[config.mk]
export PLATFORM = sky130hd
export DESIGN_NAME = char_lcd_nibble_writer_core
export DESIGN_NICKNAME = d
export VERILOG_FILES = /design/src/hdl/clnw_pkg.sv /design/src/hdl/clnw_ctrl.sv /design/src/hdl/clnw_dpath.sv /design/src/hdl/char_lcd_nibble_writer_core.sv
export SDC_FILE = /design/constraint.sdc
export NUM_CORES = 1
export LEC_CHECK = 0
export ABC_AREA = 0
export ABC_CLOCK_PERIOD_IN_PS = 3300
export BUFFER_PORTS_ARGS = -buffer_cell sky130_fd_sc_hd__buf_4
export CAP_MARGIN = 20
export CORE_MARGIN = 2
export CORE_UTILIZATION = 40
export DETAILED_ROUTE_END_ITERATION = 12
export MAX_ROUTING_LAYER = met4
export PLACE_DENSITY = 0.69
export SETUP_SLACK_MARGIN = 0.1
export SLEW_MARGIN = 20
export SYNTH_ARGS = -nofsm -noshare
export SYNTH_HDL_FRONTEND = slang
export SYNTH_SLANG_ARGS = --single-unit
[constraint.sdc]
create_clock -name clk_i -period 3.3 [get_ports clk_i]
set_input_delay 0.165 -clock clk_i [delete_from_list [all_inputs] [get_ports clk_i]]
set_output_delay 0.165 -clock clk_i [all_outputs]
set_load 0.03 [all_outputs]
[src/hdl/clnw_pkg.sv]
// Shared constants, lookup functions and controller/datapath interface types.
`default_nettype none

package clnw_pkg;

  localparam int unsigned NumW      = 32;
  localparam int unsigned DigitW    = 4;
  localparam int unsigned NumDigits = 10;
  localparam int unsigned BcdW      = NumDigits * DigitW;
  localparam int unsigned BitCntW   = $clog2(NumW);
  localparam int unsigned InitLen   = 3;

  localparam logic [2:0] OpCmd    = 3'd0;
  localparam logic [2:0] OpData   = 3'd1;
  localparam logic [2:0] OpCursor = 3'd2;
  localparam logic [2:0] OpInt    = 3'd3;
  localparam logic [2:0] OpInit   = 3'd4;

  localparam logic [7:0] CmdClear   = 8'h01;
  localparam logic [7:0] CmdDispOn  = 8'h0E;
  localparam logic [7:0] CmdShift   = 8'h18;
  localparam logic [7:0] AsciiZero  = 8'd48;
  localparam logic [7:0] AsciiMinus = 8'h2D;

  localparam logic [7:0] RowBase0 = 8'h80;
  localparam logic [7:0] RowBase1 = 8'hC0;
  localparam logic [7:0] RowBase2 = 8'h94;
  localparam logic [7:0] RowBase3 = 8'hD4;

  function automatic logic [7:0] row_base(input logic [1:0] row);
    logic [7:0] base;
    unique case (row)
      2'd0:    base = RowBase0;
      2'd1:    base = RowBase1;
      2'd2:    base = RowBase2;
      default: base = RowBase3;
    endcase
    return base;
  endfunction

  function automatic logic [7:0] init_byte(input logic [1:0] idx);
    logic [7:0] b;
    unique case (idx)
      2'd0:    b = CmdClear;
      2'd1:    b = CmdDispOn;
      default: b = CmdShift;
    endcase
    return b;
  endfunction

  typedef struct packed {
    logic load;     // capture the incoming request
    logic conv;     // one binary-to-BCD shift step
    logic strip;    // drop one leading zero digit
    logic push_hi;  // send high nibble of current byte
    logic push_lo;  // send low nibble and advance to next byte
  } clnw_cmd_t;

  typedef struct packed {
    logic op_ok;      // incoming op is a defined request
    logic op_is_int;  // incoming op is an integer print
    logic conv_done;  // this conversion step is the final one
    logic strip_more; // top digit is a leading zero
    logic last_byte;  // current byte is the final one of the request
    logic out_free;   // output register can take a word this cycle
  } clnw_sts_t;

endpackage

`default_nettype wire

[src/hdl/clnw_ctrl.sv]
// Request sequencer: steps conversion, zero stripping and nibble emission.
`default_nettype none

module clnw_ctrl import clnw_pkg::*; (
  input  logic      clk_i,
  input  logic      rst_ni,
  input  logic      in_valid_i,
  output logic      in_stall_o,
  input  clnw_sts_t sts_i,
  output clnw_cmd_t cmd_o
);

  typedef enum logic [2:0] {
    StIdle,
    StConv,
    StStrip,
    StHi,
    StLo
  } state_e;

  state_e state_q;
  logic   accept;

  assign in_stall_o = (state_q != StIdle);
  assign accept     = in_valid_i && (state_q == StIdle);

  always_comb begin
    cmd_o         = '0;
    cmd_o.load    = accept;
    cmd_o.conv    = (state_q == StConv);
    cmd_o.strip   = (state_q == StStrip) && sts_i.strip_more;
    cmd_o.push_hi = (state_q == StHi) && sts_i.out_free;
    cmd_o.push_lo = (state_q == StLo) && sts_i.out_free;
  end

  always_ff @(posedge clk_i or negedge rst_ni) begin
    if (!rst_ni) begin
      state_q <= StIdle;
    end else begin
      unique case (state_q)
        StIdle: begin
          if (accept && sts_i.op_ok) begin
            state_q <= sts_i.op_is_int ? StConv : StHi;
          end
        end
        StConv: begin
          if (sts_i.conv_done) begin
            state_q <= StStrip;
          end
        end
        StStrip: begin
          if (!sts_i.strip_more) begin
            state_q <= StHi;
          end
        end
        StHi: begin
          if (sts_i.out_free) begin
            state_q <= StLo;
          end
        end
        StLo: begin
          if (sts_i.out_free) begin
            state_q <= sts_i.last_byte ? StIdle : StHi;
          end
        end
        default: state_q <= StIdle;
      endcase
    end
  end

endmodule

`default_nettype wire

[src/hdl/clnw_dpath.sv]
// Datapath: request registers, BCD converter, byte selection and output register.
`default_nettype none

module clnw_dpath import clnw_pkg::*; (
  input  logic               clk_i,
  input  logic               rst_ni,
  input  clnw_cmd_t          cmd_i,
  output clnw_sts_t          sts_o,
  input  logic [2:0]         op_i,
  input  logic [7:0]         byte_value_i,
  input  logic [1:0]         row_i,
  input  logic [4:0]         column_i,
  input  logic signed [31:0] number_i,
  input  logic               out_stall_i,
  output logic               out_valid_o,
  output logic [3:0]         nibble_o,
  output logic               reg_select_o,
  output logic               last_o
);

  logic [2:0]         op_q;
  logic [7:0]         byte_q;
  logic [NumW-1:0]    bin_q;
  logic [BcdW-1:0]    bcd_q;
  logic [BcdW-1:0]    bcd_adj;
  logic               neg_q;
  logic [3:0]         ndig_q;
  logic [BitCntW-1:0] bitcnt_q;
  logic [1:0]         idx_q;
  logic               out_valid_q;
  logic [3:0]         nibble_q;
  logic               rs_q;
  logic               last_q;
  logic [7:0]         cur_byte;
  logic [DigitW-1:0]  top_digit;
  logic               cur_rs;
  logic               is_int;

  assign top_digit = bcd_q[BcdW-1 -: DigitW];
  assign is_int    = (op_q == OpInt);
  assign cur_rs    = (op_q == OpData) || is_int;

  // add 3 to every digit of 5 or more ahead of the shift
  always_comb begin
    for (int i = 0; i < NumDigits; i++) begin
      if (bcd_q[i*DigitW +: DigitW] >= DigitW'(5)) begin
        bcd_adj[i*DigitW +: DigitW] = bcd_q[i*DigitW +: DigitW] + DigitW'(3);
      end else begin
        bcd_adj[i*DigitW +: DigitW] = bcd_q[i*DigitW +: DigitW];
      end
    end
  end

  always_comb begin
    priority if (is_int) begin
      cur_byte = neg_q ? AsciiMinus : (AsciiZero + {4'b0, top_digit});
    end else if (op_q == OpInit) begin
      cur_byte = init_byte(idx_q);
    end else begin
      cur_byte = byte_q;
    end
  end

  always_comb begin
    sts_o            = '0;
    sts_o.op_ok      = (op_i <= OpInit);
    sts_o.op_is_int  = (op_i == OpInt);
    sts_o.conv_done  = (bitcnt_q == BitCntW'(NumW - 1));
    sts_o.strip_more = (top_digit == '0) && (ndig_q != 4'd1);
    if (is_int) begin
      sts_o.last_byte = !neg_q && (ndig_q == 4'd1);
    end else if (op_q == OpInit) begin
      sts_o.last_byte = (idx_q == 2'(InitLen - 1));
    end else begin
      sts_o.last_byte = 1'b1;
    end
    sts_o.out_free = !out_valid_q || !out_stall_i;
  end

  always_ff @(posedge clk_i) begin
    if (cmd_i.load) begin
      op_q     <= op_i;
      byte_q   <= (op_i == OpCursor) ? (row_base(row_i) + {3'b0, column_i}) : byte_value_i;
      neg_q    <= number_i[NumW-1];
      bin_q    <= number_i[NumW-1] ? (NumW'(0) - $unsigned(number_i)) : $unsigned(number_i);
      bcd_q    <= '0;
      bitcnt_q <= '0;
      ndig_q   <= 4'(NumDigits);
      idx_q    <= '0;
    end else if (cmd_i.conv) begin
      bcd_q    <= {bcd_adj[BcdW-2:0], bin_q[NumW-1]};
      bin_q    <= {bin_q[NumW-2:0], 1'b0};
      bitcnt_q <= bitcnt_q + BitCntW'(1);
    end else if (cmd_i.strip) begin
      bcd_q  <= {bcd_q[BcdW-DigitW-1:0], DigitW'(0)};
      ndig_q <= ndig_q - 4'd1;
    end else if (cmd_i.push_lo) begin
      if (is_int) begin
        if (neg_q) begin
          neg_q <= 1'b0;
        end else begin
          bcd_q  <= {bcd_q[BcdW-DigitW-1:0], DigitW'(0)};
          ndig_q <= ndig_q - 4'd1;
        end
      end
      if (op_q == OpInit) begin
        idx_q <= idx_q + 2'd1;
      end
    end
  end

  always_ff @(posedge clk_i) begin
    if (cmd_i.push_hi) begin
      nibble_q <= cur_byte[7:4];
      rs_q     <= cur_rs;
      last_q   <= 1'b0;
    end else if (cmd_i.push_lo) begin
      nibble_q <= cur_byte[3:0];
      rs_q     <= cur_rs;
      last_q   <= sts_o.last_byte;
    end
  end

  always_ff @(posedge clk_i or negedge rst_ni) begin
    if (!rst_ni) begin
      out_valid_q <= 1'b0;
    end else if (cmd_i.push_hi || cmd_i.push_lo) begin
      out_valid_q <= 1'b1;
    end else if (!out_stall_i) begin
      out_valid_q <= 1'b0;
    end
  end

  assign out_valid_o  = out_valid_q;
  assign nibble_o     = nibble_q;
  assign reg_select_o = rs_q;
  assign last_o       = last_q;

endmodule

`default_nettype wire

[src/hdl/char_lcd_nibble_writer_core.sv]
// Top level of the 4-bit character-LCD nibble writer.
`default_nettype none

// Turns each request into 4-bit LCD bus words (nibble, register select, last),
// high nibble of every byte first, one word per cycle when the output is not
// stalled. Ops: command byte, data byte, cursor move (row base plus column,
// wrapping to 8 bits), signed 32-bit integer printed as an optional '-' and
// decimal ASCII without leading zeros, and init (clear, display on, shift).
// Undefined ops are accepted and dropped with no words. One request is worked
// at a time. An integer first runs a bit-serial binary-to-BCD converter over
// all 32 input bits, then checks the top digit once per cycle and drops each
// leading zero, then emits each character as a high and a low nibble word.
// Output stalls lengthen a request. The output word register frees the
// input side as soon as the final word is loaded, so a new request is taken
// while that word still waits downstream.

module char_lcd_nibble_writer_core import clnw_pkg::*; (
  input  logic               clk_i,
  input  logic               rst_ni,
  input  logic               in_valid_i,
  output logic               in_stall_o,
  input  logic [2:0]         op_i,
  input  logic [7:0]         byte_value_i,
  input  logic [1:0]         row_i,
  input  logic [4:0]         column_i,
  input  logic signed [31:0] number_i,
  output logic               out_valid_o,
  input  logic               out_stall_i,
  output logic [3:0]         nibble_o,
  output logic               reg_select_o,
  output logic               last_o
);

  clnw_cmd_t cmd;
  clnw_sts_t sts;

  // sequencer: hold the input off while a request is in progress
  clnw_ctrl u_ctrl (
    .clk_i      (clk_i),
    .rst_ni     (rst_ni),
    .in_valid_i (in_valid_i),
    .in_stall_o (in_stall_o),
    .sts_i      (sts),
    .cmd_o      (cmd)
  );

  // datapath: capture, convert, select the byte and drive the word register
  clnw_dpath u_dpath (
    .clk_i        (clk_i),
    .rst_ni       (rst_ni),
    .cmd_i        (cmd),
    .sts_o        (sts),
    .op_i         (op_i),
    .byte_value_i (byte_value_i),
    .row_i        (row_i),
    .column_i     (column_i),
    .number_i     (number_i),
    .out_stall_i  (out_stall_i),
    .out_valid_o  (out_valid_o),
    .nibble_o     (nibble_o),
    .reg_select_o (reg_select_o),
    .last_o       (last_o)
  );

`ifndef ASSERT_OFF
  // a defined request keeps the input side closed in the next cycle
  a_busy_after_accept: assert property (@(posedge clk_i) disable iff (!rst_ni)
    in_valid_i && !in_stall_o && (op_i <= OpInit) |=> in_stall_o)
    else $error("input not held after accepting a request");

  // a pending word that is not the final one means its request is still running
  a_mid_request_busy: assert property (@(posedge clk_i) disable iff (!rst_ni)
    out_valid_o && !last_o |-> in_stall_o)
    else $error("input reopened before final word");

  // an undefined op produces no work
  a_drop_bad_op: assert property (@(posedge clk_i) disable iff (!rst_ni)
    in_valid_i && !in_stall_o && (op_i > OpInit) |=> !in_stall_o)
    else $error("undefined op started a request");
`endif

endmodule

`default_nettype wire
==> metrics.log <==
INFO  metric mostFrequentLayoutCells = 74 x nand2_1, 68 x buf_4, 61 x o21ai_0
INFO  metric worst_path_largest_cell_delay = 0.51 ns
INFO  metric cts.htree.levels = 3
INFO  metric cpLargestDelayFamily = simple AND/OR/NAND/NOR gates
INFO  metric die_height = 130 um
INFO  metric commonest_non_fill_non_tap_cell_in_the_layout = nand2_1
INFO  metric syn-instance-count = 681
INFO  metric ant_nets = 0
INFO  metric ff_to_ff_setup_slack = 0.90 ns
INFO  metric clock_tree.root_cell = clkbuf_16
INFO  metric asyncSetResetFlopFracSynth = 0.0381
INFO  metric worstSetupPathDepth = 6
INFO  metric pin_count_of_the_biggest_net_entering_global_routing = 53
INFO  metric cp_cell_sequence = ha_1 -> or3b_2 -> nand3_1 -> nand2_1 -> a221oi_2 -> nor2_1
INFO  metric worstPathArrival = 2.64 ns
INFO  metric p_leak = 2.84 nW
INFO  metric worst-path-buf-inv = 0
INFO  metric ys_seq_elements = 105
INFO  metric worst-endpoint-required = 3.54 ns
INFO  metric max-cap-violations = 0
INFO  metric num_rows = 45
INFO  metric first_pass_iters = 4
INFO  metric grt_first_pass_wirelength = 22700 um
INFO  metric hold_path_depth = 1
INFO  metric fin_nets = 811
INFO  metric drc_violations_left = 0
INFO  metric drt_iter0_drc = 296
INFO  metric fp.dieArea = 16800 um^2
INFO  metric num_antenna_cells = 0
INFO  metric timing.hold.worst.class = in -> reg
INFO  metric synth_edf_count = 49
INFO  metric routed_wire_length_per_instance = 14.2 um
INFO  metric gpl.final_weighted_congestion = 0.816
INFO  metric synth_area_leader_cell = edfxtp_1
INFO  metric post-synth-top-area-fraction = 0.233
INFO  metric worst_path_max_delay_cell = nand2_1
INFO  metric tritoncts = built
INFO  metric worst_clock_skew_on_the_final_layout = 0.00753 ns
INFO  metric netlist-cell-type-count = 68
INFO  metric numCtsBuffers = 9
INFO  metric starting_density = 0.413
INFO  metric yosys_most_used_dff = dfxtp_1
INFO  metric setup_violations = 0
INFO  metric ctsLongestPathBuffers = 2
INFO  metric cts.clk_slew.worst_paths = 0.07 ns
INFO  metric dp_hpwl = 9200 um
INFO  metric ioPinCount = 62
INFO  metric worst_skew_pair.late_latency = 0.36 ns
INFO  metric final_layout_size_suffix_gt1_frac = 0.158
INFO  metric cts_num_sinks = 105
INFO  metric seq_area_frac_synth = 0.413
INFO  metric crit_type = reg -> reg
INFO  metric ys.warnings.count = 0
INFO  metric floorplan.die.width = 130 um
INFO  metric startpoint_class = flip-flop
INFO  metric placed_cell_area = 6910 um^2
INFO  metric postSynthNetCount = 769
INFO  metric grt_util_all_layers = 0.173
INFO  metric detailroute.via_count = 5003
INFO  metric syn_to_final_growth = 14.5%
INFO  metric antenna_found_initial = 0
INFO  metric endpoint_kind = flip-flop
INFO  metric post-route-min-period = 2.40 ns
INFO  metric ir_drop = 362 uV
INFO  metric fin_util = 0.473
INFO  metric first_global_vias = 4679
INFO  metric final-max-slew-violation-count = 0
INFO  metric timing.critical_path.fanout_max = 22
INFO  metric timing_worst_slew_pin_value = 0.752 ns
INFO  metric syn_avg_cell_area = 9.29 um^2
INFO  metric rsz0062_at_grt = no
INFO  metric core_area = 15300 um^2
INFO  metric fin_tns_setup = 0 ns
INFO  metric run_status = completed
INFO  metric report.final.hold_viol_count = 0
INFO  metric achievable-frequency = 0.417 GHz
INFO  metric vias_per_cell = 5.33
INFO  metric r2r_cell_count = 6
INFO  metric synth_area = 6320 um^2
INFO  metric final.hold.worst_slack = 0.0277 ns
INFO  metric synth.area.top_cells = edfxtp_1 23%, dfxtp_1 16%, ha_1 6.7%, o21ai_0 4.8%, nand2_1 4.5%
INFO  metric post-route-cell-area = 7240 um^2
INFO  metric max-slew-margin-rel = 0.497
INFO  metric post-route-period-util = 0.727
INFO  metric detail_route.wirelength = 13400 um
INFO  metric port-buffer-count = 61
INFO  metric grt_overflow_total = 0
INFO  metric power.density = 899 nW/um^2
-- routing by layer --
metal	track usage	vias to the layer above	wire length, um
met5	-	-	0
met4	0.0588	0	198
met3	0.0369	14	515
met2	0.253	86	5990
met1	0.239	2328	6650
li1	-	2575	-
-- cell families (layout without fill, tap and decap cells) --
family                     after synthesis  in the layout  share of synthesized area
DFF                                    105            105                      0.413
xor gates and xnor gates                44             44                     0.0609
AOI/OAI and AO/OA                      179            179                      0.184
adders and majority gates               34             34                     0.0673
and+or+nand+nor                        222            222                      0.181
buffers and inverters                   70            117                     0.0493
muxes                                   27             27                     0.0453
-- power breakdown --
group          total (mW)  leakage, nW  switching, mW  internal [mW]
Sequential           2.55        0.945          0.453           2.10
Clock                1.15        0.147          0.486          0.664
Combinational        2.81         1.74           1.67           1.14
-- what timing repair did --
| action | in CTS | in global routing |
|---|---|---|
| endpoints found under the hold margin | 5 | 0 |
| resized for setup | 0 | 0 |
| setup buffers | 0 | 0 |
| hold buffers | 2 | 0 |
-- worst register-to-register path, stage by stage, from the launching register on --
cell	delay, ns
dfxtp_1	0.40
ha_1	0.16
or3b_2	0.45
nand3_1	0.27
nand2_1	0.51
a221oi_2	0.43
nor2_1	0.06
-- metrics by stage --
stage	power [mW]	cells	setup slack [ns]
detailed placement	5.40	921	0.894
global route	7.07	939	0.712
CTS	6.57	939	0.869
global placement	5.33	921	0.957
finish	6.51	939	0.901
floorplan	4.72	681	0.853
-- path summary, 6_finish.rpt --
check                                               start                              end
setup reg to reg           u_dpath.ndig_q[0]$_SDFFE_PP0P_   u_dpath.bcd_q[39]$_SDFFE_PP0P_
max in group asynchronous                          rst_ni    u_ctrl.state_q[0]$_DFFE_PN0P_
setup / recovery           u_dpath.ndig_q[0]$_SDFFE_PP0P_   u_dpath.bcd_q[39]$_SDFFE_PP0P_
min in group asynchronous                          rst_ni  u_dpath.out_valid_o$_DFFE_PN0P_
hold / removal                                    op_i[0]        u_dpath.op_q[0]$_DFFE_PP_
hold reg to reg            u_dpath.bcd_q[37]$_SDFFE_PP0P_   u_dpath.bcd_q[37]$_SDFFE_PP0P_
-- layout make-up --
class	instances	area, um^2
fillers	1470	8070
multi-input cells	506	3410
flip-flops and latches	105	2610
repair buffers	70	531
well taps	211	264
clock buffers	11	233
inverters	31	116
clock inverters	5	80.1
-- state kept, by name, indices dropped and copies added (netlist names) --
| name | count |
|---|---|
| u_ctrl.state_q | 3 |
| u_dpath.nibble_o | 4 |
| u_dpath.byte_q | 8 |
| u_dpath.idx_q | 2 |
| u_dpath.bin_q | 32 |
| u_dpath.ndig_q | 4 |
| u_dpath.reg_select_o | 1 |
| u_dpath.bcd_q | 40 |
| u_dpath.op_q | 3 |
| u_dpath.out_valid_o | 1 |
| u_dpath.neg_q | 1 |
| u_dpath.bitcnt_q | 5 |
| u_dpath.last_o | 1 |
-- cell usage after synthesis, drive strengths merged (7+ instances only) --
| cell | instances |
|---|---|
| a22oi | 9 |
| inv | 30 |
| xor2 | 27 |
| clkbuf | 26 |
| nor3b | 12 |
| ha | 34 |
| nand2b | 13 |
| a21oi | 34 |
| mux2i | 14 |
| a32oi | 8 |
| mux2 | 13 |
| o31ai | 20 |
| xnor2 | 17 |
| nor2 | 31 |
| nand3 | 17 |
| buf | 13 |
| nand2 | 75 |
| o22ai | 9 |
| a211oi | 10 |
| o21ai | 61 |
| nor3 | 32 |
| dfxtp | 52 |
| edfxtp | 49 |
| o41ai | 7 |
Note: power is estimated with default switching activity, not from simulation.
